### src/slhh_pkg.sv
// ----------------------------------------------------------------------------
// slhh_pkg
// Shared types and constants of the secure link header handler.
// ----------------------------------------------------------------------------
package slhh_pkg;

    localparam int MaxNodes = 16;
    localparam int IdxW     = $clog2(MaxNodes);
    localparam int CntW     = $clog2(MaxNodes + 1);

    localparam logic [1:0] KIND_HEADER = 2'd0;
    localparam logic [1:0] KIND_ADD    = 2'd1;
    localparam logic [1:0] KIND_DEL    = 2'd2;
    localparam logic [1:0] KIND_CLEAR  = 2'd3;

    localparam logic [1:0] ST_UNKNOWN   = 2'd0;
    localparam logic [1:0] ST_CONNECTED = 2'd1;
    localparam logic [1:0] ST_SEQERR    = 2'd2;
    localparam logic [1:0] ST_SETSEQ    = 2'd3;

    localparam logic [1:0] VERDICT_REJECT  = 2'd0;
    localparam logic [1:0] VERDICT_DATA    = 2'd1;
    localparam logic [1:0] VERDICT_CONTROL = 2'd2;
    localparam logic [1:0] VERDICT_UNKNOWN = 2'd3;

    localparam logic [2:0] REG_DEV_ADDR = 3'd0;
    localparam logic [2:0] REG_VERSION  = 3'd1;
    localparam logic [2:0] REG_DATA     = 3'd2;
    localparam logic [2:0] REG_ACK      = 3'd3;
    localparam logic [2:0] REG_SEQERR   = 3'd4;
    localparam logic [2:0] REG_SETSEQ   = 3'd5;

    localparam logic [15:0] LEN_MASK = 16'hFFF0;
    localparam logic [15:0] LEN_PAD  = 16'd15;

    // Table entry
    typedef struct packed {
        logic [31:0] addr;
        logic [15:0] seq;
        logic [1:0]  status;
    } t_node;

    // Configuration registers
    typedef struct packed {
        logic [31:0] dev_addr;
        logic [7:0]  version;
        logic [7:0]  data_code;
        logic [7:0]  ack_code;
        logic [7:0]  seqerr_code;
        logic [7:0]  setseq_code;
    } t_cfg;

endpackage

### src/secure_link_header_handler_top.sv
// ----------------------------------------------------------------------------
// secure_link_header_handler_top
// Receive-side header checks and node table of a sequenced link.
// ----------------------------------------------------------------------------
// A single address comparator walks the node table one entry a cycle to
// find the source, and a delete then shifts the entries above the hit down
// one a cycle through the same table port. Add and clear finish after the
// search. Input stall is high from acceptance until the result has been
// taken by the output side.
module secure_link_header_handler_top import slhh_pkg::*; (
    input  logic        i_clk,
    input  logic        i_rst_n,
    input  logic        i_cfg_we,
    input  logic [2:0]  i_cfg_idx,
    input  logic [31:0] i_cfg_data,
    input  logic        i_valid,
    output logic        o_stall,
    input  logic [1:0]  i_kind,
    input  logic [31:0] i_src_address,
    input  logic [31:0] i_dst_address,
    input  logic [7:0]  i_version,
    input  logic [7:0]  i_flags,
    input  logic [15:0] i_seq_id,
    input  logic [15:0] i_reserved_word,
    input  logic [15:0] i_data_length,
    input  logic [6:0]  i_encrypted_available,
    input  logic        i_awaiting_ack,
    input  logic [15:0] i_initial_seq,
    output logic        o_valid,
    input  logic        i_stall,
    output logic        o_resp_valid,
    output logic [7:0]  o_resp_flags,
    output logic [31:0] o_resp_dst,
    output logic [15:0] o_resp_seq,
    output logic [15:0] o_resp_reserved,
    output logic [1:0]  o_verdict,
    output logic        o_ack_received,
    output logic        o_op_ok,
    output logic [4:0]  o_node_total,
    output logic [31:0] o_seq_set_total
);
    typedef enum logic [2:0] {S_IDLE, S_SEARCH, S_SHIFT, S_EXEC, S_OUT} t_state;

    t_cfg   cfg;
    t_state r_state;
    t_node  r_tab [MaxNodes];
    logic [CntW-1:0] r_count;
    logic [31:0]     r_setcnt;
    logic [CntW-1:0] r_ptr;
    logic            r_found;
    logic [IdxW-1:0] r_hit;
    t_node           r_node;

    // Latched request
    logic [1:0]  r_kind;
    logic [31:0] r_src, r_dst;
    logic [7:0]  r_ver, r_flg;
    logic [15:0] r_seq, r_rsv, r_len, r_init;
    logic [6:0]  r_avail;
    logic        r_wait;

    // Result registers
    logic        r_rvalid, r_acked, r_ok;
    logic [7:0]  r_rflags;
    logic [31:0] r_rdst;
    logic [15:0] r_rseq, r_rres;
    logic [1:0]  r_verdict;

    logic [15:0] len_pad;
    logic        hdr_ok;

    slhh_cfg u_cfg (
        .i_clk      (i_clk),
        .i_rst_n    (i_rst_n),
        .i_cfg_we   (i_cfg_we),
        .i_cfg_idx  (i_cfg_idx),
        .i_cfg_data (i_cfg_data),
        .o_cfg      (cfg)
    );

    assign len_pad = (r_len + LEN_PAD) & LEN_MASK;
    assign hdr_ok  = (r_dst == cfg.dev_addr) && (r_ver == cfg.version) &&
                     (len_pad == {9'd0, r_avail}) && r_found;

    // Sequencer: search, shift, execute, present
    always_ff @(posedge i_clk) begin
        if (!i_rst_n) begin
            r_state  <= S_IDLE;
            r_count  <= '0;
            r_setcnt <= '0;
            r_ptr    <= '0;
            r_found  <= 1'b0;
        end else begin
            case (r_state)
                S_IDLE: begin
                    if (i_valid) begin
                        r_kind  <= i_kind;
                        r_src   <= i_src_address;
                        r_dst   <= i_dst_address;
                        r_ver   <= i_version;
                        r_flg   <= i_flags;
                        r_seq   <= i_seq_id;
                        r_rsv   <= i_reserved_word;
                        r_len   <= i_data_length;
                        r_avail <= i_encrypted_available;
                        r_wait  <= i_awaiting_ack;
                        r_init  <= i_initial_seq;
                        r_ptr   <= '0;
                        r_found <= 1'b0;
                        r_state <= S_SEARCH;
                    end
                end
                S_SEARCH: begin
                    // compare one entry a cycle
                    if (r_ptr >= r_count) begin
                        r_state <= S_EXEC;
                    end else if (r_tab[r_ptr[IdxW-1:0]].addr == r_src) begin
                        r_found <= 1'b1;
                        r_hit   <= r_ptr[IdxW-1:0];
                        r_node  <= r_tab[r_ptr[IdxW-1:0]];
                        r_ptr   <= r_ptr + 1'b1;
                        r_state <= (r_kind == KIND_DEL) ? S_SHIFT : S_EXEC;
                    end else begin
                        r_ptr <= r_ptr + 1'b1;
                    end
                end
                S_SHIFT: begin
                    // move entry above down by one
                    if (r_ptr >= r_count) begin
                        r_state <= S_EXEC;
                    end else begin
                        r_tab[r_ptr[IdxW-1:0] - 1'b1] <= r_tab[r_ptr[IdxW-1:0]];
                        r_ptr <= r_ptr + 1'b1;
                    end
                end
                S_EXEC: begin
                    r_rvalid  <= 1'b0;
                    r_rflags  <= '0;
                    r_rdst    <= '0;
                    r_rseq    <= '0;
                    r_rres    <= '0;
                    r_verdict <= VERDICT_REJECT;
                    r_acked   <= 1'b0;
                    r_ok      <= 1'b0;
                    r_state   <= S_OUT;
                    case (r_kind)
                        KIND_ADD: begin
                            if (r_count < CntW'(MaxNodes) && !r_found) begin
                                r_tab[r_count[IdxW-1:0]] <= '{r_src, r_init, ST_UNKNOWN};
                                r_count <= r_count + 1'b1;
                                r_ok    <= 1'b1;
                            end
                        end
                        KIND_DEL: begin
                            if (r_found) begin
                                r_count <= r_count - 1'b1;
                                r_ok    <= 1'b1;
                            end
                        end
                        KIND_CLEAR: begin
                            r_count <= '0;
                            r_ok    <= 1'b1;
                        end
                        default: begin
                            if (hdr_ok) begin
                                if (r_flg == cfg.data_code) begin
                                    r_rvalid <= 1'b1;
                                    r_rdst   <= r_src;
                                    if (r_seq == r_node.seq) begin
                                        r_tab[r_hit].status <= ST_CONNECTED;
                                        r_tab[r_hit].seq    <= r_node.seq + 16'd1;
                                        r_rflags  <= cfg.ack_code;
                                        r_rseq    <= r_node.seq;
                                        r_verdict <= VERDICT_DATA;
                                    end else begin
                                        r_tab[r_hit].status <= ST_SEQERR;
                                        r_rflags  <= cfg.seqerr_code;
                                        r_rseq    <= r_seq;
                                        r_rres    <= r_node.seq;
                                        r_verdict <= VERDICT_CONTROL;
                                    end
                                end else if (r_flg == cfg.ack_code) begin
                                    r_verdict <= VERDICT_CONTROL;
                                    if (r_wait && r_seq == r_node.seq) begin
                                        r_tab[r_hit].status <= ST_CONNECTED;
                                        r_tab[r_hit].seq    <= r_node.seq + 16'd1;
                                        r_acked <= 1'b1;
                                    end
                                end else if (r_flg == cfg.seqerr_code) begin
                                    r_verdict <= VERDICT_CONTROL;
                                    if (r_wait && r_seq == r_node.seq) begin
                                        r_tab[r_hit].status <= ST_SETSEQ;
                                        r_rvalid <= 1'b1;
                                        r_rdst   <= r_src;
                                        r_rflags <= cfg.setseq_code;
                                        r_rseq   <= r_rsv;
                                        r_rres   <= r_rsv ^ r_node.seq;
                                    end
                                end else if (r_flg == cfg.setseq_code) begin
                                    r_verdict <= VERDICT_CONTROL;
                                    if (r_node.status == ST_SEQERR && r_seq == r_node.seq) begin
                                        r_rvalid <= 1'b1;
                                        r_rdst   <= r_src;
                                        r_rflags <= cfg.setseq_code;
                                        r_rseq   <= r_rsv ^ r_node.seq;
                                        r_rres   <= r_rsv;
                                        r_tab[r_hit].status <= ST_CONNECTED;
                                        r_tab[r_hit].seq    <= r_rsv;
                                        r_setcnt <= r_setcnt + 32'd1;
                                    end else if (r_node.status == ST_SETSEQ &&
                                                 r_seq == r_node.seq) begin
                                        r_tab[r_hit].status <= ST_CONNECTED;
                                        r_tab[r_hit].seq    <= r_rsv;
                                        r_setcnt <= r_setcnt + 32'd1;
                                    end else begin
                                        r_tab[r_hit].status <= ST_UNKNOWN;
                                    end
                                end else begin
                                    r_verdict <= VERDICT_UNKNOWN;
                                end
                            end
                        end
                    endcase
                end
                S_OUT: begin
                    if (!i_stall) r_state <= S_IDLE;
                end
                default: r_state <= S_IDLE;
            endcase
        end
    end

    assign o_stall         = (r_state != S_IDLE);
    assign o_valid         = (r_state == S_OUT);
    assign o_resp_valid    = r_rvalid;
    assign o_resp_flags    = r_rflags;
    assign o_resp_dst      = r_rdst;
    assign o_resp_seq      = r_rseq;
    assign o_resp_reserved = r_rres;
    assign o_verdict       = r_verdict;
    assign o_ack_received  = r_acked;
    assign o_op_ok         = r_ok;
    assign o_node_total    = 5'(r_count);
    assign o_seq_set_total = r_setcnt;

    // Checks
    a_count_range: assert property (@(posedge i_clk) disable iff (!i_rst_n)
        r_count <= CntW'(MaxNodes)) else $error("node count overflow");
    a_ptr_range: assert property (@(posedge i_clk) disable iff (!i_rst_n)
        r_ptr <= CntW'(MaxNodes + 1)) else $error("walk pointer overrun");
    a_ok_table: assert property (@(posedge i_clk) disable iff (!i_rst_n)
        o_valid && o_op_ok |-> r_kind != KIND_HEADER) else $error("op_ok on header");
    a_resp_header: assert property (@(posedge i_clk) disable iff (!i_rst_n)
        o_valid && o_resp_valid |-> r_kind == KIND_HEADER && r_found)
        else $error("response without known source");
endmodule

### src/slhh_cfg.sv
// ----------------------------------------------------------------------------
// slhh_cfg
// Configuration register file with write port.
// ----------------------------------------------------------------------------
module slhh_cfg import slhh_pkg::*; (
    input  logic        i_clk,
    input  logic        i_rst_n,
    input  logic        i_cfg_we,
    input  logic [2:0]  i_cfg_idx,
    input  logic [31:0] i_cfg_data,
    output t_cfg        o_cfg
);
    t_cfg r_cfg;

    // Store register writes
    always_ff @(posedge i_clk) begin
        if (!i_rst_n) begin
            r_cfg.dev_addr    <= '0;
            r_cfg.version     <= 8'd1;
            r_cfg.data_code   <= 8'd0;
            r_cfg.ack_code    <= 8'd1;
            r_cfg.seqerr_code <= 8'd2;
            r_cfg.setseq_code <= 8'd3;
        end else if (i_cfg_we) begin
            case (i_cfg_idx)
                REG_DEV_ADDR: r_cfg.dev_addr    <= i_cfg_data;
                REG_VERSION:  r_cfg.version     <= i_cfg_data[7:0];
                REG_DATA:     r_cfg.data_code   <= i_cfg_data[7:0];
                REG_ACK:      r_cfg.ack_code    <= i_cfg_data[7:0];
                REG_SEQERR:   r_cfg.seqerr_code <= i_cfg_data[7:0];
                REG_SETSEQ:   r_cfg.setseq_code <= i_cfg_data[7:0];
                default: ;
            endcase
        end
    end

    assign o_cfg = r_cfg;
endmodule

### config.mk
export PLATFORM = sky130hd
export DESIGN_NAME = secure_link_header_handler_top
export DESIGN_NICKNAME = d
export VERILOG_FILES = /design/src/slhh_pkg.sv /design/src/secure_link_header_handler_top.sv /design/src/slhh_cfg.sv
export SDC_FILE = /design/constraint.sdc
export NUM_CORES = 1
export LEC_CHECK = 0
export BUFFER_PORTS_ARGS = -buffer_cell sky130_fd_sc_hd__buf_2
export CORE_ASPECT_RATIO = 0.8
export CORE_UTILIZATION = 61
export DETAILED_ROUTE_END_ITERATION = 7
export PLACE_DENSITY = 0.8
export REMOVE_ABC_BUFFERS = 1
export SLEW_MARGIN = 20
export SYNTH_ARGS = -nofsm -noshare
export SYNTH_HDL_FRONTEND = slang
export SYNTH_SLANG_ARGS = --single-unit
### constraint.sdc
create_clock -name i_clk -period 10.4 [get_ports i_clk]
set_input_delay 1.04 -clock i_clk [delete_from_list [all_inputs] [get_ports i_clk]]
set_output_delay 1.04 -clock i_clk [all_outputs]
set_load 0.005 [all_outputs]
Word level (Yosys, flattened, before mapping)
Memories as Yosys holds them, arrays and structs flattened. A register that Yosys moved wholly into a read port is not among the register bits.
Cells that the tools add are included.
{"block": "totals", "reg_bits": 371, "ram_bits": 800, "inputBits": 194, "out_inout_bits": 116, "wordCells": 269, "n_memories": 1}
{"name": "r_tab", "words": 16, "word_bits": 50, "rd": 1, "rd_ports_with_merged_regs": 1, "write_ports": 1, "line": "secure_link_header_handler_top.sv:46", "rtl": "t_node r_tab [MaxNodes];"}
{"block": "classes", "n_addsub": 7, "n_lt_le_gt_ge": 2, "n_eq_ne": 32, "mux": 144, "n_bitwise": 16, "n_reduce_logical": 34}
{"cell": "2-to-1 mux 16 bit", "count": 17}
{"cell": "2-to-1 mux 32 bit", "count": 8}
{"cell": "2-to-1 mux 50 bit", "count": 2}
{"cell": "OR reduction 50 bit", "count": 2}
{"cell": "2-to-1 mux 1 bit", "count": 83}
{"cell": "== test 32 bit", "count": 2}
{"cell": "2-to-1 mux 8 bit", "count": 7}
{"cell": "== test 8 bit", "count": 5}
{"cell": "adder 32 x 1 -> 32 bit (second input constant)", "count": 1}
{"cell": "2-to-1 mux 5 bit", "count": 4}
{"cell": "2-to-1 mux 3 bit", "count": 6}
{"cell": "adder 16 x 1 -> 16 bit (second input constant)", "count": 1}
{"cell": "adder 16 x 4 -> 16 bit (second input constant)", "count": 1}
{"cell": "== test 16 bit", "count": 1}
{"cell": "== test 16 x 7 -> 1 bit", "count": 1}
{"cell": "2-to-1 mux 2 bit", "count": 8}
{"cell": "2-to-1 mux 4 bit", "count": 4}
{"cell": "inequality test 2 bit (second input constant)", "count": 8}
{"cell": "AND reduction 4 bit", "count": 4}
{"cell": "XOR 16 bit", "count": 1}
{"cell": "case mux 3 bit (5 select lines)", "count": 1}
{"cell": "case mux 5 bit (3 select lines)", "count": 1}
{"cell": "AND reduction 2 bit", "count": 7}
{"cell": "== test 3 x 2 -> 1 bit (second input constant)", "count": 4}
{"cell": "other kinds (25)", "count": 56}

Logic depth before layout (Yosys ltp)
{"block": "logic_depth", "word_depth": 17, "mapped_depth": 13, "depth_no_buf": 10}

Cells and area by module
Synthesis repeated with hierarchy kept, for this count alone.
{"block": "unflattened", "hier_cells": 3015, "hier_area_um2": 48607.9}
{"module": "secure_link_header_handler_top", "n_inst": 1, "cells_each": 2739, "area_each_um2": 45845.2, "seq_area_each_um2": 32621.3}
{"module": "slhh_cfg", "n_inst": 1, "cells_each": 276, "area_each_um2": 2762.6, "seq_area_each_um2": 1441.4}

Worst setup path after synthesis
Ideal clock, no wire load.
{"block": "synth_path", "path_type": "input to register", "start": "input port i_rst_n", "end": "memory r_tab[6][18] in the netlist's numbering (enable)", "setup_time_ps": 461, "t_arrival_ps": 8224, "t_required_ps": 9939, "slack_ps": 1715, "path_stages": 7, "path_buffers": 1, "cell_sequence": "inv_2 > nor2_1 > nand4b_1 > mux2i_1 > clkbuf_1 > nand2_1 > nor3_1"}
{"block": "synth_via", "elab_chain_len": 10, "word_cells_on_any_way": 33, "classes_between": "mux (22); bitwise (9); reduce/logical (2)"}
{"item": "start, declared", "line": "secure_link_header_handler_top.sv:12", "rtl": "input logic i_rst_n,"}
{"item": "2-to-1 mux 1 bit", "line": "secure_link_header_handler_top.sv:87", "rtl": "if (!i_rst_n) begin"}
{"item": "2-to-1 mux 1 bit (on tied branches)", "line": "secure_link_header_handler_top.sv:170, secure_link_header_handler_top.sv:171, secure_link_header_handler_top.sv:176"}
{"item": "bitwise OR 1 bit (no line) (6 in series)"}
{"item": "OR reduction 50 bit (no line)"}
{"item": "2-to-1 mux 4 bit (no line) or 2-to-1 mux 3 bit (tied branches)"}
{"item": "end, declared", "line": "secure_link_header_handler_top.sv:46"}
Several ways; a longest one is shown, not always the timed one.

==> impl_metrics.yaml <==
run_status:
  outcome: "finished clean"
floorplanning:
  rows: 92
  die_w_um: 319
  design.die.area_mm2: 0.0813
  boundaryPins: 310
  core_area_mm2: 0.0791
  die-height_um: 255
  floorplan.initialDensity_pct: 61.8
clock_tree:
  postCtsSetupBuffers: 0
  tritoncts: "yes"
  hold_buffers: 0
  cts-buffers-inserted: 106
  ctsRootBufferMaster: "clkbuf_16"
  ctsHtreeMaxLevel: 3
  cts.reportedPaths.clkPinSlew_ns: 0.07
  cts.sink_count: 1175
  clk_latency_ns: 0.72
  clock_path_buffers: 3
  cts_resized: 0
logic_synthesis:
  ys_ff_latch: 1175
  synth_cell_type_count: 75
  synthArstFlopShare_pct: 0
  yosysSeqAreaShare_pct: 69.7
  postSynthCellCount: 3116
  dominantRegCellSynth: "edfxtp_1"
  number_of_enable_flip_flop_cells_after_synthesis: 1053
  syn-mean-instance-area_um2: 15.7
  synthesis.area_mm2: 0.0489
  yosys_warnings: 0
timing:
  worst_slack_ns: 4.86
  max-slew-margin-rel_pct: 22.1
  maxClockFrequency_mhz: 181
  min_period_over_period_pct: 53.3
  final-max-slew-violation-count: 0
  min_period_ns: 5.54
  tns_ns: 0
  rsz_0062_raised_after_global_routing: "false"
  worst_slew_pin_slew_ns: 1.17
  final_hold_viol_count: 0
  fin_worst_skew_ns: 0.0547
  timing.final.setup_violations: 0
routing:
  count_of_nets_left_with_antenna_violations_after_detail_routing: 0
  via_count: 29951
  detailedRoute.firstPassIterationCount: 6
  detail_route.vias_per_cell: 6.59
  drt_iter0_drc: 3567
  post_drt_wl_per_cell_um: 27.0
  totalWireLength_um: 123000
  drcViolationCount: 0
critical_path:
  critPathLaunchType: "flip-flop"
  path_class: "flip-flop to flip-flop"
  reg2reg_setup_slack_ns: 4.86
  end_kind: "flip-flop"
  path_delay_family: "simple AND/OR/NAND/NOR gates"
  cp.depth: 9
  cp_max_fo: 44
  cp_peak_stage_delay_ns: 0.99
  crit_top_cell: "and4_1"
  worst-endpoint-arrival_ns: 5.84
  worst-r2r-cell-count: 9
  crit_path_cell_trace: "buf_4 -> nor2b_1 -> a22oi_1 -> a21oi_1 -> o32ai_1 -> nor4_1 -> and4_1 -> and4_1 -> and3_1"
  critical_path.reg2reg.endpoint: "r_node[13]"
  timing.critical_path.required_ns: 10.70
  crit_end: "r_node[13]"
  cp.buffers_inverters: 1
  cp_slowest_cell: "nor2b_1"
power:
  pwr-share-comb_pct: 9.8
  p_seq_share_pct: 52.3
  cellLeakagePower_nw: 17.7
  p_switching_w: 0.00247
  power.internal_w: 0.00804
  power_density_mw_per_mm2: 190
  power.switching_fraction_pct: 23.5
  clock_power_share_pct: 37.9
  ir_drop_mv: 0.217
layout:
  layout_common_cells: "edfxtp_1 (1053), buf_2 (309), nand2_1 (267)"
  area_delta_synth_final_pct: 12.9
  layout.cells.most_common: "edfxtp_1"
  final_cells: 4548
  proportion_of_layout_cells_with_a_drive_suffix_above_1_pct: 23.2
  finish.net_count: 3630
flow_run:
  timing.max_cap.violations: 0
placed_design:
  place_worst_setup_slack_ns: 4.82
  place_congestion: 0.959
  post-place-cells: 4349
  port_buffer_cells: 309
  dp.final_hpwl_um: 73700
global_routing:
  number_of_antenna_violations_at_the_first_check_in_global_routing: 13
  overflow: 0
  global_route_wire_length_before_repair_um: 181000
  grt_max_degree: 103
  grt_pass1_vias: 29168
  global_route.usage.total_pct: 30.3
worst_hold_path:
  min_delay_path_depth: 2
  min-delay-path-class: "flip-flop to flip-flop"
==> flip-flops by register name, indices dropped and copies added, names as in the netlist, 18 cells and up, named ones only <==
register / cells
r_dst: 32
r_src: 32
r_tab: 800
o_seq_set_total: 32
u_cfg.o_cfg: 72
o_resp_dst: 32
r_node: 18
==> Yosys cell counts, types with 12 or more instances <==
cell type,number,share of area (%)
a21o_1,29,0.45
a21oi_1,219,2.2
a22oi_1,22,0.34
and2_1,44,0.56
and3_1,19,0.24
buf_1,19,0.15
buf_2,37,0.38
buf_4,20,0.31
clkbuf_1,84,0.64
dfxtp_1,122,5.0
edfxtp_1,1053,65
ha_1,12,0.31
inv_1,29,0.22
mux2_2,28,0.64
mux2i_1,130,2.7
mux4_2,179,8.2
nand2_1,268,2.1
nand2b_1,14,0.18
nand3_1,71,0.73
nand3b_1,19,0.29
nand4_1,52,0.67
nor2_1,150,1.2
nor2b_1,17,0.22
nor3_1,44,0.45
nor4_1,21,0.27
o21ai_0,86,0.88
o22ai_1,31,0.40
or3_1,30,0.38
xnor2_1,80,1.4
xor2_1,62,1.1
==> logic make-up (layout without fill, tap and decap cells) <==
| kind of cell | count (synthesis) | after routing | synth area share [%] |
|---|---|---|---|
| mux | 348 | 348 | 12.1 |
| buf+inv | 203 | 599 | 2.02 |
| xor+xnor | 142 | 142 | 2.54 |
| fa+ha+maj | 13 | 13 | 0.348 |
| simple gates | 790 | 790 | 7.97 |
| flops | 1175 | 1175 | 69.7 |
| compound gates | 445 | 445 | 5.31 |
| other cells | 0 | 2 | 0 |
==> power by group through the flow <==
stage          clock, W  sequential [W]  combinational [W]
2_1_floorplan         0         0.00564           0.000722
3_3_place_gp          0         0.00559           0.000956
3_5_place_dp          0         0.00559            0.00101
4_1_cts         0.00401         0.00549            0.00102
5_1_grt         0.00418         0.00550            0.00112
6_report        0.00398         0.00549            0.00103
==> worst min-delay path by stage <==
| stage | startpoint | endpoint | slack (ns) |
|---|---|---|---|
| 6_report | u_cfg.o_cfg[64] | u_cfg.o_cfg[64] | 0.47 |
| 3_3_place_gp | u_cfg.o_cfg[49] | u_cfg.o_cfg[49] | 0.45 |
| 5_1_grt | i_initial_seq[14] | r_init[14] | 0.47 |
| 3_5_place_dp | u_cfg.o_cfg[64] | u_cfg.o_cfg[64] | 0.46 |
| 4_1_cts | u_cfg.o_cfg[64] | u_cfg.o_cfg[64] | 0.47 |
| 2_1_floorplan | u_cfg.o_cfg[24] | u_cfg.o_cfg[24] | 0.45 |
==> routing by layer <==
layer | share of wire, % | track usage [%] | up-vias
met5 | 0.076 | 0 | -
met4 | 3.0 | 10.0 | 14
met3 | 12 | 7.76 | 300
met2 | 47 | 47.8 | 1918
met1 | 38 | 41.6 | 15024
li1 | - | - | 12695
==> final cells by class <==
type,count,area [um^2]
sequential,1175,34100
fill,4949,23900
multi-input combinational,1738,14200
clock buffer,142,2860
timing repair buffer,371,2010
tap,1034,1290
clock inverter,55,689
inverter,31,118
antenna,2,5.00
==> tightest hold or removal path: cells and delay by family, from the launching register on <==
| family | cells | cell delay (ns) |
|---|---|---|
| AOI/OAI and AO/OA | 1 | 0.05 |
| DFF | 1 | 0.32 |
| and+or+nand+nor | 1 | 0.05 |
==> per-stage QoR <==
| stage | hold slack (ns) | area [um^2] | utilization, % | total power (W) |
|---|---|---|---|---|
| 2_1_floorplan | 0.448 | 48000 | - | 0.00636 |
| 3_3_place_gp | 0.455 | 51600 | 65.2 | 0.00655 |
| 3_5_place_dp | 0.461 | 51600 | 65.2 | 0.00660 |
| 4_1_cts | 0.468 | 55100 | 69.7 | 0.0105 |
| 5_1_grt | 0.471 | 55200 | 69.8 | 0.0108 |
| 6_report | 0.469 | 55200 | 69.8 | 0.0105 |
Note: power is estimated with default switching activity, not from simulation.
